`config.mk`:
```
export PLATFORM = sky130hd
export DESIGN_NAME = calendar_date_day_adder_top_flat
export DESIGN_NICKNAME = d
export VERILOG_FILES = /design/src/rtl/cdda_pkg.sv /design/src/rtl/cdda_if.sv /design/src/rtl/calendar_date_day_adder_top.sv /design/src/rtl/cdda_seq.sv /design/src/flat_wrapper.sv
export SDC_FILE = /design/constraint.sdc
export NUM_CORES = 1
export LEC_CHECK = 0
export ABC_AREA = 0
export ABC_CLOCK_PERIOD_IN_PS = 11700
export BUFFER_PORTS_ARGS = -buffer_cell sky130_fd_sc_hd__buf_2
export CORE_ASPECT_RATIO = 1.1
export CORE_UTILIZATION = 30
export CTS_CLUSTER_DIAMETER = 30
export DETAILED_ROUTE_END_ITERATION = 8
export PLACE_DENSITY = 0.44
export SYNTH_ARGS = -nofsm -noshare
export SYNTH_HDL_FRONTEND = slang
export SYNTH_HIERARCHICAL = 1
export SYNTH_SLANG_ARGS = --single-unit
```
`constraint.sdc`:
```
create_clock -name clk -period 11.7 [get_ports clk]
set_input_delay 1.17 -clock clk [delete_from_list [all_inputs] [get_ports clk]]
set_output_delay 1.17 -clock clk [all_outputs]
set_load 0.01 [all_outputs]
```
`src/rtl/cdda_pkg.sv`:
```
package cdda_pkg;

  // input word kinds
  localparam logic [1:0] KIND_ADD  = 2'd0;
  localparam logic [1:0] KIND_SUB  = 2'd1;
  localparam logic [1:0] KIND_LOAD = 2'd2;

  // calendar limits and reset date
  localparam logic [13:0] YEAR_MIN   = 14'd1;
  localparam logic [13:0] YEAR_MAX   = 14'd9999;
  localparam logic [13:0] YEAR_RESET = 14'd1900;
  localparam logic [3:0]  MONTH_JAN  = 4'd1;
  localparam logic [3:0]  MONTH_FEB  = 4'd2;
  localparam logic [3:0]  MONTH_DEC  = 4'd12;
  localparam logic [4:0]  DAY_FIRST  = 5'd1;
  localparam logic [4:0]  FEB_LEAP_LEN = 5'd29;

  // year split into year mod 100 and century mod 4 for the leap rule
  localparam logic [6:0] LO_MAX    = 7'd99;
  localparam logic [6:0] LO_RESET  = 7'd0;
  localparam logic [1:0] HI2_RESET = 2'd3;

  // year / 100 as a reciprocal multiply, exact for 14-bit years
  localparam logic [12:0] DIV100_MUL   = 13'd5243;
  localparam int          DIV100_SHIFT = 19;

  // datapath operations selected by the control word
  typedef enum logic [1:0] {
    OP_ACCEPT,
    OP_SPLIT,
    OP_WALK,
    OP_COMMIT
  } op_t;

  // jump conditions
  typedef enum logic [1:0] {
    JC_NO_ACCEPT,
    JC_SKIP,
    JC_WALKING,
    JC_OUT_BUSY
  } jc_t;

  typedef logic [1:0] pc_t;

  typedef struct packed {
    op_t op;
    jc_t jc;
    pc_t target;
  } ctl_t;

  typedef struct packed {
    logic accept;
    logic skip;
    logic walking;
    logic out_busy;
  } flags_t;

  function automatic logic [4:0] month_len(logic [3:0] m, logic leap);
    logic [4:0] len;
    len = 5'd31;
    case (m)
      4'd2:    len = leap ? FEB_LEAP_LEN : 5'd28;
      4'd4:    len = 5'd30;
      4'd6:    len = 5'd30;
      4'd9:    len = 5'd30;
      4'd11:   len = 5'd30;
      default: len = 5'd31;
    endcase
    return len;
  endfunction

  function automatic logic is_leap(logic [6:0] lo, logic [1:0] hi2);
    return ((lo[1:0] == 2'd0) && (lo != 7'd0)) || ((lo == 7'd0) && (hi2 == 2'd0));
  endfunction

endpackage

```
`src/rtl/cdda_if.sv`:
```
interface cdda_in_if #(parameter int COUNT_BITS = 16) ();
  logic                  valid;
  logic                  ready;
  logic [1:0]            kind;
  logic [COUNT_BITS-1:0] day_count;
  logic [4:0]            load_day;
  logic [3:0]            load_month;
  logic [13:0]           load_year;

  modport source (output valid, kind, day_count, load_day, load_month, load_year,
                  input ready);
  modport sink   (input valid, kind, day_count, load_day, load_month, load_year,
                  output ready);
endinterface

interface cdda_out_if ();
  logic        valid;
  logic        ready;
  logic [4:0]  day;
  logic [3:0]  month;
  logic [13:0] year;
  logic        leap_year;
  logic        out_of_range;

  modport source (output valid, day, month, year, leap_year, out_of_range, input ready);
  modport sink   (input valid, day, month, year, leap_year, out_of_range, output ready);
endinterface

```
`src/rtl/calendar_date_day_adder_top.sv`:
```
// a word that changes the date passes the accept, split, month walk and commit steps;
// the month walk does one month a cycle, and the commit waits while the last result is not taken
// a new word is taken only back in idle after the commit; a 16-bit count crosses up to about 2200 months
// unused kinds and refused load years skip the month walk and go from split straight to commit
// reset (synchronous, active low) sets the date to 1/1/1900 and empties the result register
module calendar_date_day_adder_top #(
  parameter int COUNT_BITS = 16
) (
  input logic        clk,
  input logic        rst_n,
  cdda_in_if.sink    in_ch,
  cdda_out_if.source out_ch
);

  localparam int WD_W = COUNT_BITS + 2;

  cdda_pkg::ctl_t   ctl;
  cdda_pkg::flags_t flags;

  // committed date
  logic [4:0]  cur_day_r;
  logic [3:0]  cur_month_r;
  logic [13:0] cur_year_r;
  logic [6:0]  cur_lo_r;
  logic [1:0]  cur_hi2_r;

  // working date
  logic signed [WD_W-1:0] wd_r;
  logic [3:0]             wm_r;
  logic [13:0]            wy_r;
  logic [6:0]             w_lo_r;
  logic [1:0]             w_hi2_r;
  logic [7:0]             q_r;
  logic                   load_r, err_r, keep_r;

  // result register
  logic        out_valid_r;
  logic [4:0]  out_day_r;
  logic [3:0]  out_month_r;
  logic [13:0] out_year_r;
  logic        out_leap_r;
  logic        out_err_r;

  logic accept, commit;

  cdda_seq u_seq (
    .clk   (clk),
    .rst_n (rst_n),
    .flags (flags),
    .ctl   (ctl)
  );

  assign in_ch.ready = (ctl.op == cdda_pkg::OP_ACCEPT);
  assign accept      = in_ch.valid && in_ch.ready;

  // load decode: month clamp, year check, century by reciprocal
  logic [3:0]  ld_month;
  logic        ld_bad;
  logic [26:0] div_prod;
  logic        is_load;

  assign is_load  = (in_ch.kind == cdda_pkg::KIND_LOAD);
  assign ld_month = (in_ch.load_month == 4'd0) ? cdda_pkg::MONTH_JAN :
                    (in_ch.load_month > cdda_pkg::MONTH_DEC) ? cdda_pkg::MONTH_DEC :
                    in_ch.load_month;
  assign ld_bad   = (in_ch.load_year < cdda_pkg::YEAR_MIN) ||
                    (in_ch.load_year > cdda_pkg::YEAR_MAX);
  assign div_prod = 27'(in_ch.load_year) * 27'(cdda_pkg::DIV100_MUL);

  // year mod 100 from the registered century
  logic [13:0] hundreds;
  logic [13:0] lo_diff;
  assign hundreds = {q_r, 6'b0} + {1'b0, q_r, 5'b0} + {4'b0, q_r, 2'b0};
  assign lo_diff  = wy_r - hundreds;

  // one month step of the walk
  logic       w_leap;
  logic [4:0] len_cur, len_prev;
  logic [3:0] prev_m;
  logic       back, fwd, low_edge, high_edge;

  assign w_leap    = cdda_pkg::is_leap(w_lo_r, w_hi2_r);
  assign prev_m    = (wm_r == cdda_pkg::MONTH_JAN) ? cdda_pkg::MONTH_DEC : wm_r - 4'd1;
  assign len_cur   = cdda_pkg::month_len(wm_r, w_leap);
  assign len_prev  = cdda_pkg::month_len(prev_m, w_leap);
  assign back      = (wd_r <= $signed({WD_W{1'b0}}));
  assign fwd       = (wd_r > $signed({{(WD_W-5){1'b0}}, len_cur}));
  assign low_edge  = (wy_r == cdda_pkg::YEAR_MIN) && (wm_r == cdda_pkg::MONTH_JAN);
  assign high_edge = (wy_r == cdda_pkg::YEAR_MAX) && (wm_r == cdda_pkg::MONTH_DEC);

  assign flags.accept   = accept;
  assign flags.skip     = keep_r;
  assign flags.walking  = (back && !low_edge) || (fwd && !high_edge);
  assign flags.out_busy = out_valid_r && !out_ch.ready;

  assign commit = (ctl.op == cdda_pkg::OP_COMMIT) && !flags.out_busy;

  // working registers
  always_ff @(posedge clk) begin
    if (!rst_n) begin
      err_r  <= 1'b0;
      keep_r <= 1'b0;
      load_r <= 1'b0;
    end else begin
      unique case (ctl.op)
        cdda_pkg::OP_ACCEPT: begin
          if (accept) begin
            load_r <= is_load;
            err_r  <= is_load && ld_bad;
            keep_r <= (is_load && ld_bad) || (in_ch.kind > cdda_pkg::KIND_LOAD);
          end
        end
        cdda_pkg::OP_WALK: begin
          if ((back && low_edge) || (fwd && high_edge)) begin
            err_r <= 1'b1;
          end
        end
        default: ;
      endcase
    end
  end

  always_ff @(posedge clk) begin
    unique case (ctl.op)
      cdda_pkg::OP_ACCEPT: begin
        if (accept) begin
          q_r <= div_prod[26:cdda_pkg::DIV100_SHIFT];
          priority if (in_ch.kind == cdda_pkg::KIND_LOAD) begin
            wd_r <= $signed({{(WD_W-5){1'b0}}, in_ch.load_day});
            wm_r <= ld_month;
            wy_r <= in_ch.load_year;
          end else if (in_ch.kind == cdda_pkg::KIND_SUB) begin
            wd_r <= $signed({{(WD_W-5){1'b0}}, cur_day_r})
                  - $signed({2'b00, in_ch.day_count});
            wm_r <= cur_month_r;
            wy_r <= cur_year_r;
          end else begin
            wd_r <= $signed({{(WD_W-5){1'b0}}, cur_day_r})
                  + $signed({2'b00, in_ch.day_count});
            wm_r <= cur_month_r;
            wy_r <= cur_year_r;
          end
          w_lo_r  <= cur_lo_r;
          w_hi2_r <= cur_hi2_r;
        end
      end
      cdda_pkg::OP_SPLIT: begin
        if (load_r) begin
          w_lo_r  <= lo_diff[6:0];
          w_hi2_r <= q_r[1:0];
        end
      end
      cdda_pkg::OP_WALK: begin
        if (back && !low_edge) begin
          // step back into the previous month
          wd_r <= wd_r + $signed({{(WD_W-5){1'b0}}, len_prev});
          wm_r <= prev_m;
          if (wm_r == cdda_pkg::MONTH_JAN) begin
            wy_r    <= wy_r - 14'd1;
            w_lo_r  <= (w_lo_r == 7'd0) ? cdda_pkg::LO_MAX : w_lo_r - 7'd1;
            w_hi2_r <= w_hi2_r - {1'b0, (w_lo_r == 7'd0)};
          end
        end else if (fwd && !high_edge) begin
          // step over the current month
          wd_r <= wd_r - $signed({{(WD_W-5){1'b0}}, len_cur});
          wm_r <= (wm_r == cdda_pkg::MONTH_DEC) ? cdda_pkg::MONTH_JAN : wm_r + 4'd1;
          if (wm_r == cdda_pkg::MONTH_DEC) begin
            wy_r    <= wy_r + 14'd1;
            w_lo_r  <= (w_lo_r == cdda_pkg::LO_MAX) ? 7'd0 : w_lo_r + 7'd1;
            w_hi2_r <= w_hi2_r + {1'b0, (w_lo_r == cdda_pkg::LO_MAX)};
          end
        end
      end
      default: ;
    endcase
  end

  // committed date
  always_ff @(posedge clk) begin
    if (!rst_n) begin
      cur_day_r   <= cdda_pkg::DAY_FIRST;
      cur_month_r <= cdda_pkg::MONTH_JAN;
      cur_year_r  <= cdda_pkg::YEAR_RESET;
      cur_lo_r    <= cdda_pkg::LO_RESET;
      cur_hi2_r   <= cdda_pkg::HI2_RESET;
    end else if (commit && !err_r && !keep_r) begin
      cur_day_r   <= wd_r[4:0];
      cur_month_r <= wm_r;
      cur_year_r  <= wy_r;
      cur_lo_r    <= w_lo_r;
      cur_hi2_r   <= w_hi2_r;
    end
  end

  // result register
  logic change;
  assign change = !err_r && !keep_r;

  always_ff @(posedge clk) begin
    if (!rst_n) begin
      out_valid_r <= 1'b0;
    end else if (commit) begin
      out_valid_r <= 1'b1;
    end else if (out_ch.ready) begin
      out_valid_r <= 1'b0;
    end
  end

  always_ff @(posedge clk) begin
    if (commit) begin
      out_day_r   <= change ? wd_r[4:0] : cur_day_r;
      out_month_r <= change ? wm_r : cur_month_r;
      out_year_r  <= change ? wy_r : cur_year_r;
      out_leap_r  <= change ? w_leap : cdda_pkg::is_leap(cur_lo_r, cur_hi2_r);
      out_err_r   <= err_r;
    end
  end

  assign out_ch.valid        = out_valid_r;
  assign out_ch.day          = out_day_r;
  assign out_ch.month        = out_month_r;
  assign out_ch.year         = out_year_r;
  assign out_ch.leap_year    = out_leap_r;
  assign out_ch.out_of_range = out_err_r;

  // stored date is always a real date
  a_cur_valid: assert property (@(posedge clk) disable iff (!rst_n)
    (cur_month_r >= cdda_pkg::MONTH_JAN) && (cur_month_r <= cdda_pkg::MONTH_DEC) &&
    (cur_day_r != 5'd0) && (cur_lo_r <= cdda_pkg::LO_MAX))
    else $error("stored date out of range");

  // a result appears only after the commit step
  a_out_after_commit: assert property (@(posedge clk) disable iff (!rst_n)
    $rose(out_valid_r) |-> $past(ctl.op == cdda_pkg::OP_COMMIT))
    else $error("result without commit");

  // a refused word leaves the stored date alone
  a_refused_keeps: assert property (@(posedge clk) disable iff (!rst_n)
    $rose(out_valid_r) && out_err_r |-> $stable(cur_year_r) && $stable(cur_day_r) &&
    $stable(cur_month_r))
    else $error("refused word changed the date");

  // no new word is taken during the month walk
  a_no_accept_busy: assert property (@(posedge clk) disable iff (!rst_n)
    (ctl.op == cdda_pkg::OP_WALK) |-> !accept)
    else $error("word accepted during walk");

endmodule

```
`src/rtl/cdda_seq.sv`:
```
module cdda_seq (
  input  logic             clk,
  input  logic             rst_n,
  input  cdda_pkg::flags_t flags,
  output cdda_pkg::ctl_t   ctl
);

  // step codes
  localparam cdda_pkg::pc_t PC_IDLE   = 2'd0;
  localparam cdda_pkg::pc_t PC_SPLIT  = 2'd1;
  localparam cdda_pkg::pc_t PC_WALK   = 2'd2;
  localparam cdda_pkg::pc_t PC_COMMIT = 2'd3;

  // control program: on a true condition jump to target, else fall through
  localparam cdda_pkg::ctl_t UCODE [4] = '{
    '{op: cdda_pkg::OP_ACCEPT, jc: cdda_pkg::JC_NO_ACCEPT, target: PC_IDLE},
    '{op: cdda_pkg::OP_SPLIT,  jc: cdda_pkg::JC_SKIP,      target: PC_COMMIT},
    '{op: cdda_pkg::OP_WALK,   jc: cdda_pkg::JC_WALKING,   target: PC_WALK},
    '{op: cdda_pkg::OP_COMMIT, jc: cdda_pkg::JC_OUT_BUSY,  target: PC_COMMIT}
  };

  cdda_pkg::pc_t pc_r, pc_nxt;
  logic          taken;

  assign ctl = UCODE[pc_r];

  // condition select
  always_comb begin
    unique case (ctl.jc)
      cdda_pkg::JC_NO_ACCEPT: taken = !flags.accept;
      cdda_pkg::JC_SKIP:      taken = flags.skip;
      cdda_pkg::JC_WALKING:   taken = flags.walking;
      cdda_pkg::JC_OUT_BUSY:  taken = flags.out_busy;
      default:                taken = 1'b0;
    endcase
  end

  // next step, falling through wraps the commit step back to idle
  assign pc_nxt = taken ? ctl.target : pc_r + 2'd1;

  always_ff @(posedge clk) begin
    if (!rst_n) begin
      pc_r <= PC_IDLE;
    end else begin
      pc_r <= pc_nxt;
    end
  end

endmodule
```
`src/flat_wrapper.sv`:
```
// flat-port wrapper written by rule: the top's interface ports become plain ports
module calendar_date_day_adder_top_flat 
#(
  parameter int COUNT_BITS = 16
)
  (clk, rst_n, in_ch_valid, in_ch_kind, in_ch_day_count, in_ch_load_day, in_ch_load_month, in_ch_load_year, in_ch_ready, out_ch_valid, out_ch_day, out_ch_month, out_ch_year, out_ch_leap_year, out_ch_out_of_range, out_ch_ready);
  cdda_in_if #(.COUNT_BITS(COUNT_BITS)) in_ch_i ();
  cdda_out_if out_ch_i ();
  input logic clk;
  input logic rst_n;
  input wire logic [$bits(in_ch_i.valid)-1:0] in_ch_valid;
  input wire logic [$bits(in_ch_i.kind)-1:0] in_ch_kind;
  input wire logic [$bits(in_ch_i.day_count)-1:0] in_ch_day_count;
  input wire logic [$bits(in_ch_i.load_day)-1:0] in_ch_load_day;
  input wire logic [$bits(in_ch_i.load_month)-1:0] in_ch_load_month;
  input wire logic [$bits(in_ch_i.load_year)-1:0] in_ch_load_year;
  output wire logic [$bits(in_ch_i.ready)-1:0] in_ch_ready;
  output wire logic [$bits(out_ch_i.valid)-1:0] out_ch_valid;
  output wire logic [$bits(out_ch_i.day)-1:0] out_ch_day;
  output wire logic [$bits(out_ch_i.month)-1:0] out_ch_month;
  output wire logic [$bits(out_ch_i.year)-1:0] out_ch_year;
  output wire logic [$bits(out_ch_i.leap_year)-1:0] out_ch_leap_year;
  output wire logic [$bits(out_ch_i.out_of_range)-1:0] out_ch_out_of_range;
  input wire logic [$bits(out_ch_i.ready)-1:0] out_ch_ready;
  assign in_ch_i.valid = in_ch_valid;
  assign in_ch_i.kind = in_ch_kind;
  assign in_ch_i.day_count = in_ch_day_count;
  assign in_ch_i.load_day = in_ch_load_day;
  assign in_ch_i.load_month = in_ch_load_month;
  assign in_ch_i.load_year = in_ch_load_year;
  assign in_ch_ready = in_ch_i.ready;
  assign out_ch_valid = out_ch_i.valid;
  assign out_ch_day = out_ch_i.day;
  assign out_ch_month = out_ch_i.month;
  assign out_ch_year = out_ch_i.year;
  assign out_ch_leap_year = out_ch_i.leap_year;
  assign out_ch_out_of_range = out_ch_i.out_of_range;
  assign out_ch_i.ready = out_ch_ready;
  calendar_date_day_adder_top #(.COUNT_BITS(COUNT_BITS)) u_core (.clk(clk), .rst_n(rst_n), .in_ch(in_ch_i), .out_ch(out_ch_i));
endmodule
```
==> results.tsv <==
stage	metric	value	unit
clocking	cts_buffers	17	
clocking	cts_hold_buf	0	
floorplanning	die_w	190.4	µm
placement	gp_congestion	0.8440	
power	ir_drop	0.1303	mV
timing	fin_setup_tns	0	ns
routing	drt_iter0_markers	600	
routing	drt-pass1-iter-count	5	
final_layout	syn_to_final_growth	11.55	%
final_layout	nets	1586	
routing	drc	0	
grt	antenna_found_initial	0	
final_layout	final_cell_mix	inv_1 (164), ha_1 (143), nand2_1 (137)	
final_layout	diodes	0	
timing	setup_viol	0	
clocking	clock_path_buffers	2	
clocking	cts_tree	done	
setup_path	path_class	input pin to flip-flop	
grt	grt_pass1_vias	9545	
routing	vias	9480	
timing	worst_slew_pin_slew	0.8455	ns
clocking	path_clk_slew	0.06	ns
grt	grt_pass1_wl	55170	µm
logic_synthesis	syn_inst	1298	
placement	dp_cells	1812	
setup_path	arrival	6.24	ns
timing	grt_setup_unrepaired	no	
final_layout	layout_commonest_cell	inv_1	
setup_path	cp_max_fo	10	
final_layout	nFillCells	4009	
power	leakagePower	5.599	nW
timing	period_minus_slack	6.026	ns
floorplanning	rows	75	
setup_path	end_kind	flip-flop	
clocking	cts_sinks	113	
power	finalPower	0.002757	W
floorplanning	die_y	209.2	µm
flow_run	cap_violations	0	
floorplanning	initial_core_util	30.59	%
routing	wirelength	34540	µm
timing	finalMaxSlewViolations	0	
clocking	cts_htree_levels	4	
setup_path	startpoint_type	input pin	
floorplanning	die-area	39840	µm²
placement	dp_hpwl	26160	µm
final_layout	multi_input_area	7794	µm²
timing	max_freq	166.0	MHz
final_layout	fin_cells	1844	
grt	grt_usage	17.88	%
placement	portBuffers	71	
logic_synthesis	ys_warn_count	6	
timing	finalHoldViolations	0	
power	p_per_area	211.0	nW/µm²
status	outcome	finished, final reports clean	
clocking	cts-root-buf	clkbuf_16	
routing	viasPerCell	5.141	
grt	gr-total-overflow	0	
worst_hold_path	hold_path_class	flip-flop to flip-flop	
clocking	insertion_delay	0.42	ns
setup_path	critPathRequiredTime	11.92	ns
timing	slew_headroom	42.17	%
floorplanning	coreArea	38290	µm²
floorplanning	ios	72	
grt	grt_max_degree	44	
routing	drt.antenna.violating_nets	0	
clocking	cts_setup_buffers	0	
logic_synthesis	netlist_area	11710	µm²
final_layout	drive_gt1_share	12.05	%
clocking	post_cts_resized	0	
final_layout	register_area	3013	µm²
routing	wire_per_inst	18.73	µm
logic_synthesis	synth_area_per_cell	9.024	µm²
timing	finClkSkew	0.01046	ns
timing	min_period_over_period	51.50	%
logic_synthesis	syn_nets	1553	
-- state kept, by name (all words and copies together) (netlist names), 2 cells and up --
register	cells
u_core/w_lo_r	7
u_core/wm_r	4
u_core/u_seq/pc_r	2
u_core/wy_r	14
u_core/w_hi2_r	2
u_core/cur_day_r	5
u_core/out_ch.month	4
u_core/wd_r	18
u_core/cur_month_r	4
u_core/q_r	5
u_core/cur_year_r	14
u_core/out_ch.day	5
u_core/cur_lo_r	7
u_core/out_ch.year	14
u_core/cur_hi2_r	2
-- worst max-delay path: stages --
cell	delay (ns)
buf_2	0.30
fa_1	0.49
ha_1	0.29
inv_1	0.04
fa_1	0.47
inv_1	0.06
fa_1	0.53
inv_1	0.05
fa_1	0.53
inv_1	0.04
ha_1	0.29
a21o_1	0.18
a221o_1	0.36
a2111oi_0	0.61
nor3_1	0.19
or4_1	0.51
o311ai_0	0.12
-- metal layers --
layer | part of all wire, % | track usage (%) | vias to the layer above | wire length (µm)
li1 | - | - | 4639 | -
met1 | 50 | 25.25 | 4666 | 17110
met2 | 47 | 29.08 | 152 | 16100
met3 | 2.6 | 2.133 | 23 | 913
met4 | 1.2 | 3.779 | 0 | 413
met5 | 0 | 0 | - | 0
-- worst paths after layout --
check                                startpoint                                 end  slack, ns  cells after the start
min          u_core/cur_year_r[11]$_SDFFE_PN0P_  u_core/cur_year_r[11]$_SDFFE_PN0P_       0.48                      2
max                         in_ch_load_year[11]             u_core/q_r[3]$_DFFE_PP_       5.67                     17
min reg2reg  u_core/cur_year_r[11]$_SDFFE_PN0P_  u_core/cur_year_r[11]$_SDFFE_PN0P_       0.48                      2
max reg2reg          u_core/w_lo_r[2]$_DFFE_PP_            u_core/wd_r[7]$_DFFE_PP_       6.54                     14
-- per-stage QoR --
stage | utilization, % | setup WS [ns] | area [µm²] | hold WS, ns
after floorplan | - | 5.973 | 11710 | 0.4526
after global placement | 32.68 | 5.334 | 12510 | 0.4669
after detailed placement | 32.68 | 5.154 | 12510 | 0.4745
after CTS | 34.13 | 5.599 | 13070 | 0.4826
after global routing | 34.13 | 5.310 | 13070 | 0.5029
final | 34.13 | 5.674 | 13070 | 0.4805
-- where the power goes --
group	leakage, nW	switching (W)	internal (W)
clock	0.261	0.000196	0.000309
sequential	1.01	0.000178	0.000596
combinational	4.32	0.000853	0.000625
-- cell type report --
cell class	count	share of cell area, %
Multi-Input combinational cell	949	59.65
Sequential cell	113	23.06
Tap cell	500	4.788
Inverter	165	4.740
Timing Repair Buffer	85	3.524
Clock buffer	19	3.313
Clock inverter	13	0.9288
No activity file was read; power rests on OpenSTA's default activity.
